File: src/rtl/mrsp_pkg.sv
// mrsp_pkg: types and byte codes shared by the running status parser
// no dependencies; used by the parser core, the top level and the checker

package mrsp_pkg;

  // system real-time codes
  localparam logic [7:0] RT_FIRST    = 8'hF8;
  localparam logic [7:0] RT_CLOCK    = 8'hF8;
  localparam logic [7:0] RT_START    = 8'hFA;
  localparam logic [7:0] RT_CONTINUE = 8'hFB;
  localparam logic [7:0] RT_STOP     = 8'hFC;

  // system common codes that carry data
  localparam logic [7:0] SC_MTC_QUARTER = 8'hF1;
  localparam logic [7:0] SC_SONG_POS    = 8'hF2;
  localparam logic [7:0] SC_SONG_SEL    = 8'hF3;

  // high nibbles
  localparam logic [3:0] HI_SYSTEM      = 4'hF;
  localparam logic [3:0] HI_PROG_CHANGE = 4'hC;
  localparam logic [3:0] HI_CHAN_PRESS  = 4'hD;

  localparam logic [7:0] NO_STATUS = 8'h00;

  typedef enum logic [2:0] {
    EV_CHANNEL  = 3'd0,
    EV_CLOCK    = 3'd1,
    EV_START    = 3'd2,
    EV_STOP     = 3'd3,
    EV_CONTINUE = 3'd4,
    EV_OTHER    = 3'd5
  } mrsp_kind_t;

  typedef struct packed {
    logic [2:0] event_kind;
    logic [7:0] status_byte;
    logic [6:0] first_data;
    logic [6:0] second_data;
    logic [4:0] channel_number;
  } mrsp_result_t;

  typedef struct packed {
    logic         hit;
    mrsp_result_t result;
  } mrsp_decode_t;

endpackage

File: src/rtl/mrsp_if.sv
// mrsp_byte_if and mrsp_event_if: valid/ready channels for received bytes and events
// no dependencies

interface mrsp_byte_if;
  logic       valid;
  logic       ready;
  logic [7:0] rx_byte;

  modport source (output valid, output rx_byte, input ready);
  modport sink   (input valid, input rx_byte, output ready);
endinterface

interface mrsp_event_if;
  logic       valid;
  logic       ready;
  logic [2:0] event_kind;
  logic [7:0] status_byte;
  logic [6:0] first_data;
  logic [6:0] second_data;
  logic [4:0] channel_number;

  modport source (output valid, output event_kind, output status_byte, output first_data,
                  output second_data, output channel_number, input ready);
  modport sink   (input valid, input event_kind, input status_byte, input first_data,
                  input second_data, input channel_number, output ready);
endinterface

File: src/rtl/midi_running_status_parser_top.sv
// midi_running_status_parser_top: input word register, parser core and event output register
// depends on mrsp_pkg, mrsp_if (mrsp_byte_if, mrsp_event_if) and mrsp_parse

// Takes one received MIDI byte per word on in_ch and gives zero or one event word on out_ch.
// Real-time bytes F8..FF give an event at once (kind 1 clock, 2 start, 3 stop, 4 continue,
// 5 other) without disturbing a message in progress. Channel status bytes set running status;
// each complete channel message gives kind 0 with status, both data bytes (second is 0 for
// program change and channel pressure) and channel 1..16. F0, F4..F7 clear the parser; F1..F3
// collect their data and drop it, cancelling running status. Each byte waits in the input
// register and its event is registered into the output register as the byte moves on; a byte is
// accepted in every cycle, throughput one word per clock, as long as out_ch keeps taking events.

module midi_running_status_parser_top (
  input  logic                clk,
  input  logic                rst,
  mrsp_byte_if.sink           in_ch,
  mrsp_event_if.source        out_ch
);

  // input word register
  logic       in_valid;
  logic [7:0] in_byte;

  // output event register
  logic                   out_valid;
  mrsp_pkg::mrsp_result_t out_res;

  mrsp_pkg::mrsp_decode_t dec;
  logic                   out_free;
  logic                   advance;

  // byte in the input register moves on when it makes no event or the output slot frees
  assign out_free    = !out_valid || out_ch.ready;
  assign advance     = in_valid && (!dec.hit || out_free);
  assign in_ch.ready = !in_valid || advance;

  always_ff @(posedge clk) begin
    if (rst) begin
      in_valid <= 1'b0;
    end else if (in_ch.ready) begin
      in_valid <= in_ch.valid;
    end
  end

  // payload capture, no reset needed
  always_ff @(posedge clk) begin
    if (in_ch.valid && in_ch.ready) begin
      in_byte <= in_ch.rx_byte;
    end
  end

  // parser state and decode
  mrsp_parse u_parse (
    .clk     (clk),
    .rst     (rst),
    .byte_in (in_byte),
    .update  (advance),
    .dec     (dec)
  );

  always_ff @(posedge clk) begin
    if (rst) begin
      out_valid <= 1'b0;
    end else if (advance && dec.hit) begin
      out_valid <= 1'b1;
    end else if (out_ch.ready) begin
      out_valid <= 1'b0;
    end
  end

  always_ff @(posedge clk) begin
    if (advance && dec.hit) begin
      out_res <= dec.result;
    end
  end

  assign out_ch.valid          = out_valid;
  assign out_ch.event_kind     = out_res.event_kind;
  assign out_ch.status_byte    = out_res.status_byte;
  assign out_ch.first_data     = out_res.first_data;
  assign out_ch.second_data    = out_res.second_data;
  assign out_ch.channel_number = out_res.channel_number;

endmodule

File: src/rtl/mrsp_parse.sv
// mrsp_parse: parser state registers and the single-pass byte decode
// depends on mrsp_pkg

module mrsp_parse (
  input  logic                  clk,
  input  logic                  rst,
  input  logic [7:0]            byte_in,
  input  logic                  update,
  output mrsp_pkg::mrsp_decode_t dec
);

  logic [7:0] running_status, running_status_next;
  logic [1:0] expected_count, expected_count_next;
  logic [1:0] received_count, received_count_next;
  logic [6:0] held_data, held_data_next;
  logic       sc_mark, sc_mark_next;
  logic [1:0] received_inc;
  logic [1:0] need;

  always_comb begin
    running_status_next = running_status;
    expected_count_next = expected_count;
    received_count_next = received_count;
    held_data_next      = held_data;
    sc_mark_next        = sc_mark;
    dec                 = '0;
    need                = 2'd2;
    received_inc        = received_count + 2'd1;

    if (byte_in >= mrsp_pkg::RT_FIRST) begin
      // real-time: event only, state untouched
      dec.hit                = 1'b1;
      dec.result.status_byte = byte_in;
      unique case (byte_in)
        mrsp_pkg::RT_CLOCK:    dec.result.event_kind = mrsp_pkg::EV_CLOCK;
        mrsp_pkg::RT_START:    dec.result.event_kind = mrsp_pkg::EV_START;
        mrsp_pkg::RT_STOP:     dec.result.event_kind = mrsp_pkg::EV_STOP;
        mrsp_pkg::RT_CONTINUE: dec.result.event_kind = mrsp_pkg::EV_CONTINUE;
        default:               dec.result.event_kind = mrsp_pkg::EV_OTHER;
      endcase
    end else if (byte_in[7]) begin
      if (byte_in[7:4] == mrsp_pkg::HI_SYSTEM) begin
        unique case (byte_in) inside
          mrsp_pkg::SC_MTC_QUARTER, mrsp_pkg::SC_SONG_SEL: begin
            running_status_next = byte_in;
            expected_count_next = 2'd1;
            received_count_next = 2'd0;
            sc_mark_next        = 1'b1;
          end
          mrsp_pkg::SC_SONG_POS: begin
            running_status_next = byte_in;
            expected_count_next = 2'd2;
            received_count_next = 2'd0;
            sc_mark_next        = 1'b1;
          end
          default: begin
            // sysex, tune request and undefined codes clear running status, counts and mark
            running_status_next = mrsp_pkg::NO_STATUS;
            expected_count_next = 2'd0;
            received_count_next = 2'd0;
            sc_mark_next        = 1'b0;
          end
        endcase
      end else begin
        if (byte_in[7:4] == mrsp_pkg::HI_PROG_CHANGE ||
            byte_in[7:4] == mrsp_pkg::HI_CHAN_PRESS) begin
          need = 2'd1;
        end
        running_status_next = byte_in;
        expected_count_next = need;
        received_count_next = 2'd0;
        sc_mark_next        = 1'b0;
      end
    end else if (running_status != mrsp_pkg::NO_STATUS && expected_count != 2'd0) begin
      if (received_count == 2'd0) begin
        held_data_next = byte_in[6:0];
      end
      if (received_inc < expected_count) begin
        received_count_next = received_inc;
      end else begin
        received_count_next = 2'd0;
        if (sc_mark) begin
          // system common complete: dropped, running status cancelled
          running_status_next = mrsp_pkg::NO_STATUS;
          expected_count_next = 2'd0;
          sc_mark_next        = 1'b0;
        end else begin
          dec.hit                   = 1'b1;
          dec.result.event_kind     = mrsp_pkg::EV_CHANNEL;
          dec.result.status_byte    = running_status;
          dec.result.first_data     = (expected_count == 2'd2) ? held_data : byte_in[6:0];
          dec.result.second_data    = (expected_count == 2'd2) ? byte_in[6:0] : 7'd0;
          dec.result.channel_number = {1'b0, running_status[3:0]} + 5'd1;
        end
      end
    end
  end

  always_ff @(posedge clk) begin
    if (rst) begin
      running_status <= mrsp_pkg::NO_STATUS;
      expected_count <= 2'd0;
      received_count <= 2'd0;
      sc_mark        <= 1'b0;
    end else if (update) begin
      running_status <= running_status_next;
      expected_count <= expected_count_next;
      received_count <= received_count_next;
      sc_mark        <= sc_mark_next;
    end
  end

  // held data byte needs no reset: only read after being written
  always_ff @(posedge clk) begin
    if (update) begin
      held_data <= held_data_next;
    end
  end

endmodule

File: src/flat_wrapper.sv
// flat-port wrapper written by rule: the top's interface ports become plain ports
module midi_running_status_parser_top_flat 
  (clk, rst, in_ch_valid, in_ch_rx_byte, in_ch_ready, out_ch_valid, out_ch_event_kind, out_ch_status_byte, out_ch_first_data, out_ch_second_data, out_ch_channel_number, out_ch_ready);
  mrsp_byte_if in_ch_i ();
  mrsp_event_if out_ch_i ();
  input  logic clk;
  input  logic rst;
  input wire logic [$bits(in_ch_i.valid)-1:0] in_ch_valid;
  input wire logic [$bits(in_ch_i.rx_byte)-1:0] in_ch_rx_byte;
  output wire logic [$bits(in_ch_i.ready)-1:0] in_ch_ready;
  output wire logic [$bits(out_ch_i.valid)-1:0] out_ch_valid;
  output wire logic [$bits(out_ch_i.event_kind)-1:0] out_ch_event_kind;
  output wire logic [$bits(out_ch_i.status_byte)-1:0] out_ch_status_byte;
  output wire logic [$bits(out_ch_i.first_data)-1:0] out_ch_first_data;
  output wire logic [$bits(out_ch_i.second_data)-1:0] out_ch_second_data;
  output wire logic [$bits(out_ch_i.channel_number)-1:0] out_ch_channel_number;
  input wire logic [$bits(out_ch_i.ready)-1:0] out_ch_ready;
  assign in_ch_i.valid = in_ch_valid;
  assign in_ch_i.rx_byte = in_ch_rx_byte;
  assign in_ch_ready = in_ch_i.ready;
  assign out_ch_valid = out_ch_i.valid;
  assign out_ch_event_kind = out_ch_i.event_kind;
  assign out_ch_status_byte = out_ch_i.status_byte;
  assign out_ch_first_data = out_ch_i.first_data;
  assign out_ch_second_data = out_ch_i.second_data;
  assign out_ch_channel_number = out_ch_i.channel_number;
  assign out_ch_i.ready = out_ch_ready;
  midi_running_status_parser_top u_core (.clk(clk), .rst(rst), .in_ch(in_ch_i), .out_ch(out_ch_i));
endmodule
File: config.mk
export PLATFORM = sky130hd
export DESIGN_NAME = midi_running_status_parser_top_flat
export DESIGN_NICKNAME = d
export VERILOG_FILES = /design/src/rtl/mrsp_pkg.sv /design/src/rtl/mrsp_if.sv /design/src/rtl/midi_running_status_parser_top.sv /design/src/rtl/mrsp_parse.sv /design/src/flat_wrapper.sv
export SDC_FILE = /design/constraint.sdc
export NUM_CORES = 1
export LEC_CHECK = 0
export BUFFER_PORTS_ARGS = -buffer_cell sky130_fd_sc_hd__buf_2
export CAP_MARGIN = 20
export CORE_ASPECT_RATIO = 0.8
export CORE_MARGIN = 1.5
export CORE_UTILIZATION = 50
export CTS_BUF_LIST = sky130_fd_sc_hd__clkbuf_16
export DETAILED_ROUTE_END_ITERATION = 8
export PLACE_DENSITY = 0.81
export SYNTH_ARGS = -nofsm -noshare
export SYNTH_HDL_FRONTEND = slang
export SYNTH_SLANG_ARGS = --single-unit
File: constraint.sdc
create_clock -name clk -period 4.8 [get_ports clk]
set_input_delay 0 -clock clk [delete_from_list [all_inputs] [get_ports clk]]
set_output_delay 0 -clock clk [all_outputs]
set_load 0.005 [all_outputs]
==> flow_summary.yaml <==
outcome:
  status: "finished clean"
clocking:
  cts_setup_buffers: 0
  clock_tree.root_cell: "clkbuf_16"
  ctsHoldBuffers: 9
  cts_resized: 0
  clk_pin_slew_ns: 0.05
  cts_max_level: 3
  clockBufferDepth: 2
  clkLatencyLatePin_ns: 0.32
  clock-sinks: 60
  numCtsBuffers: 9
  cts_tree: "built"
global_routing:
  gr-total-overflow: 0
  first_global_vias: 1694
  grt_antenna_before_repair: 0
  met1_usage_pct: 24.7
  use_met2_pct: 32.6
  grt_max_degree: 31
  groute.usage.overall_pct: 20.4
  grt_pass1_wl_um: 8310
  top_usage_layer: "met2"
  grt_use_met3_pct: 9.17
detailed_routing:
  drt_iter0_drc: 207
  post_drt_wl_per_cell_um: 16.2
  route.detailed.drc: 0
  via_count: 1823
  drt-pass1-iter-count: 4
  viasPerCell: 5.66
  drt_wl_total_um: 5220
  ant_nets: 0
die:
  dieWidth_um: 83.3
  pin_count: 44
  core_area_um2: 4980
  rows: 23
  initial_utilization_pct: 51.8
  die_y_um: 67.3
  die_area_um2: 5600
synth:
  synth-seq-cells: 60
  syn_area_per_cell_um2: 13.0
  synth-seq-area-share_pct: 64.0
  yosysWarnings: 0
  yosys-top-cells-area: "edfxtp_1 52%, dfxtp_1 12%, nor2_1 2.5%, a22o_1 2.0%, ha_1 1.9%"
  post-synth-top-area-cell: "edfxtp_1"
  synthCells: 199
  synth-edff-count: 45
  synth_top_area_share_pct: 52.4
  async_reset_ff_share_pct: 0
  synth_area_um2: 2580
  synth_fp_nets: 215
  synth_ff_type: "edfxtp_1"
  ys_types: 54
sta:
  setup_viol: 0
  finClkSkew_ns: 0.00478
  hold_ws_ns: 0.0642
  layout_setup_ws_ns: 2.07
  period_needed_ns: 2.73
  tightest_slew_ns: 0.778
  fin_crit_sh_pct: 56.9
  setup_tns_ns: 0
  slew_headroom_pct: 47.9
  clock.fmax_ghz: 0.366
  rsz0062_at_grt: "false"
  drv_slew: 0
  hold_viol: 0
finish:
  fillers: 386
  final_cell_mix: "45 x edfxtp_1, 43 x buf_2, 17 x nor2_1"
  postLayoutCellArea_um2: 3220
  postLayoutCoreUtil_pct: 64.7
  diodes: 0
  fin_cells: 322
  area_growth_pct: 24.9
  drive_above_1_share_pct: 28.1
  layout.cells.most_common: "edfxtp_1"
  nNetsFinal: 271
placed_design:
  routabilityCongestion: 0.919
  post-place-ws_ns: 2.08
  hpwl_um: 3430
  io_buffers: 43
  place_area_um2: 2840
  dp.cells: 296
worst_setup_path:
  path_max_fanout: 8
  crit_family: "compound AO/OA/AOI/OAI gates"
  cp_cell_sequence: "inv_1, ha_1, ha_1, a21boi_1, o21a_1, a21o_2, a31oi_1"
  cp_slowest_cell: "a31oi_1"
  crit_buf_inv: 1
  endpoint_kind: "register"
  crit_type: "register to register"
  slowest_delay_ns: 0.61
  required_ns: 4.75
  startpoint_type: "register"
  cp_data_arrival_time_ns: 2.68
  path_common_cell: "ha_1"
power:
  p_total_mw: 1.23
  power_density_nw_per_um2: 383
  max-vdd-ir-drop_uv: 228
  p_leak_nw: 1.30
hold_path:
  hold_class: "input port to register"
run:
  max_cap_violations: 0
[layer usage]
layer | up-vias | part of all wire, %
met3 | 6 | 8.3
met5 | - | 0
met4 | 0 | 1.3
met1 | 847 | 42
met2 | 96 | 48
li1 | 874 | -
[power breakdown]
group          internal [mW]  total [mW]  switching [mW]
Combinational         0.0269      0.0586          0.0317
Clock                  0.393       0.595           0.201
Sequential             0.565       0.580          0.0150
[synthesized netlist by cell type, drive strengths merged, types with 4 or more instances]
cell     n
a21o     7
a21oi    7
a22o     6
and3     8
buf      5
clkbuf   4
dfxtp   15
edfxtp  45
ha       4
inv     12
mux2i    5
nand2    7
nand3    6
nor2    17
o21ai    4
[cells by family after synthesis]
family	Yosys count	synth area share [%]
XOR/XNOR	3	1.02
flip-flops	60	64.0
AND/OR/NAND/NOR	55	11.6
buffers and inverters	21	3.49
AO/OA/AOI/OAI	50	15.6
adder cells (fa/ha/maj)	4	1.94
multiplexers	6	2.38
[registers in the layout, summed over array words and instances, names as in the netlist, 3 cells and up]
name,flops
u_core.u_parse.running_status,8
u_core.u_parse.held_data,7
u_core.in_byte,8
u_core.out_ch.status_byte,8
u_core.out_ch.second_data,7
u_core.out_ch.channel_number,5
u_core.out_ch.first_data,7
u_core.out_ch.event_kind,3
[final timing paths]
path	to	slack (ns)	cells past startpoint	from
max	u_core.in_byte[5]	2.07	7	u_core.u_parse.received_count[0]
min	u_core.in_valid	0.06	2	rst
max reg2reg	u_core.in_byte[5]	2.07	7	u_core.u_parse.received_count[0]
min reg2reg	u_core.u_parse.running_status[6]	0.51	1	u_core.u_parse.running_status[6]
[layout make-up]
type                       count  area [um^2]  area share [%]
sequential                    60         1650            51.3
clock inverter                 7         58.8            1.83
clock buffer                   9          225            6.99
tap                           62         77.6            2.41
inverter                      12         45.0            1.40
multi-input combinational    118          843            26.2
timing repair buffer          54          320            9.94
(Power assumes the default switching activity.)
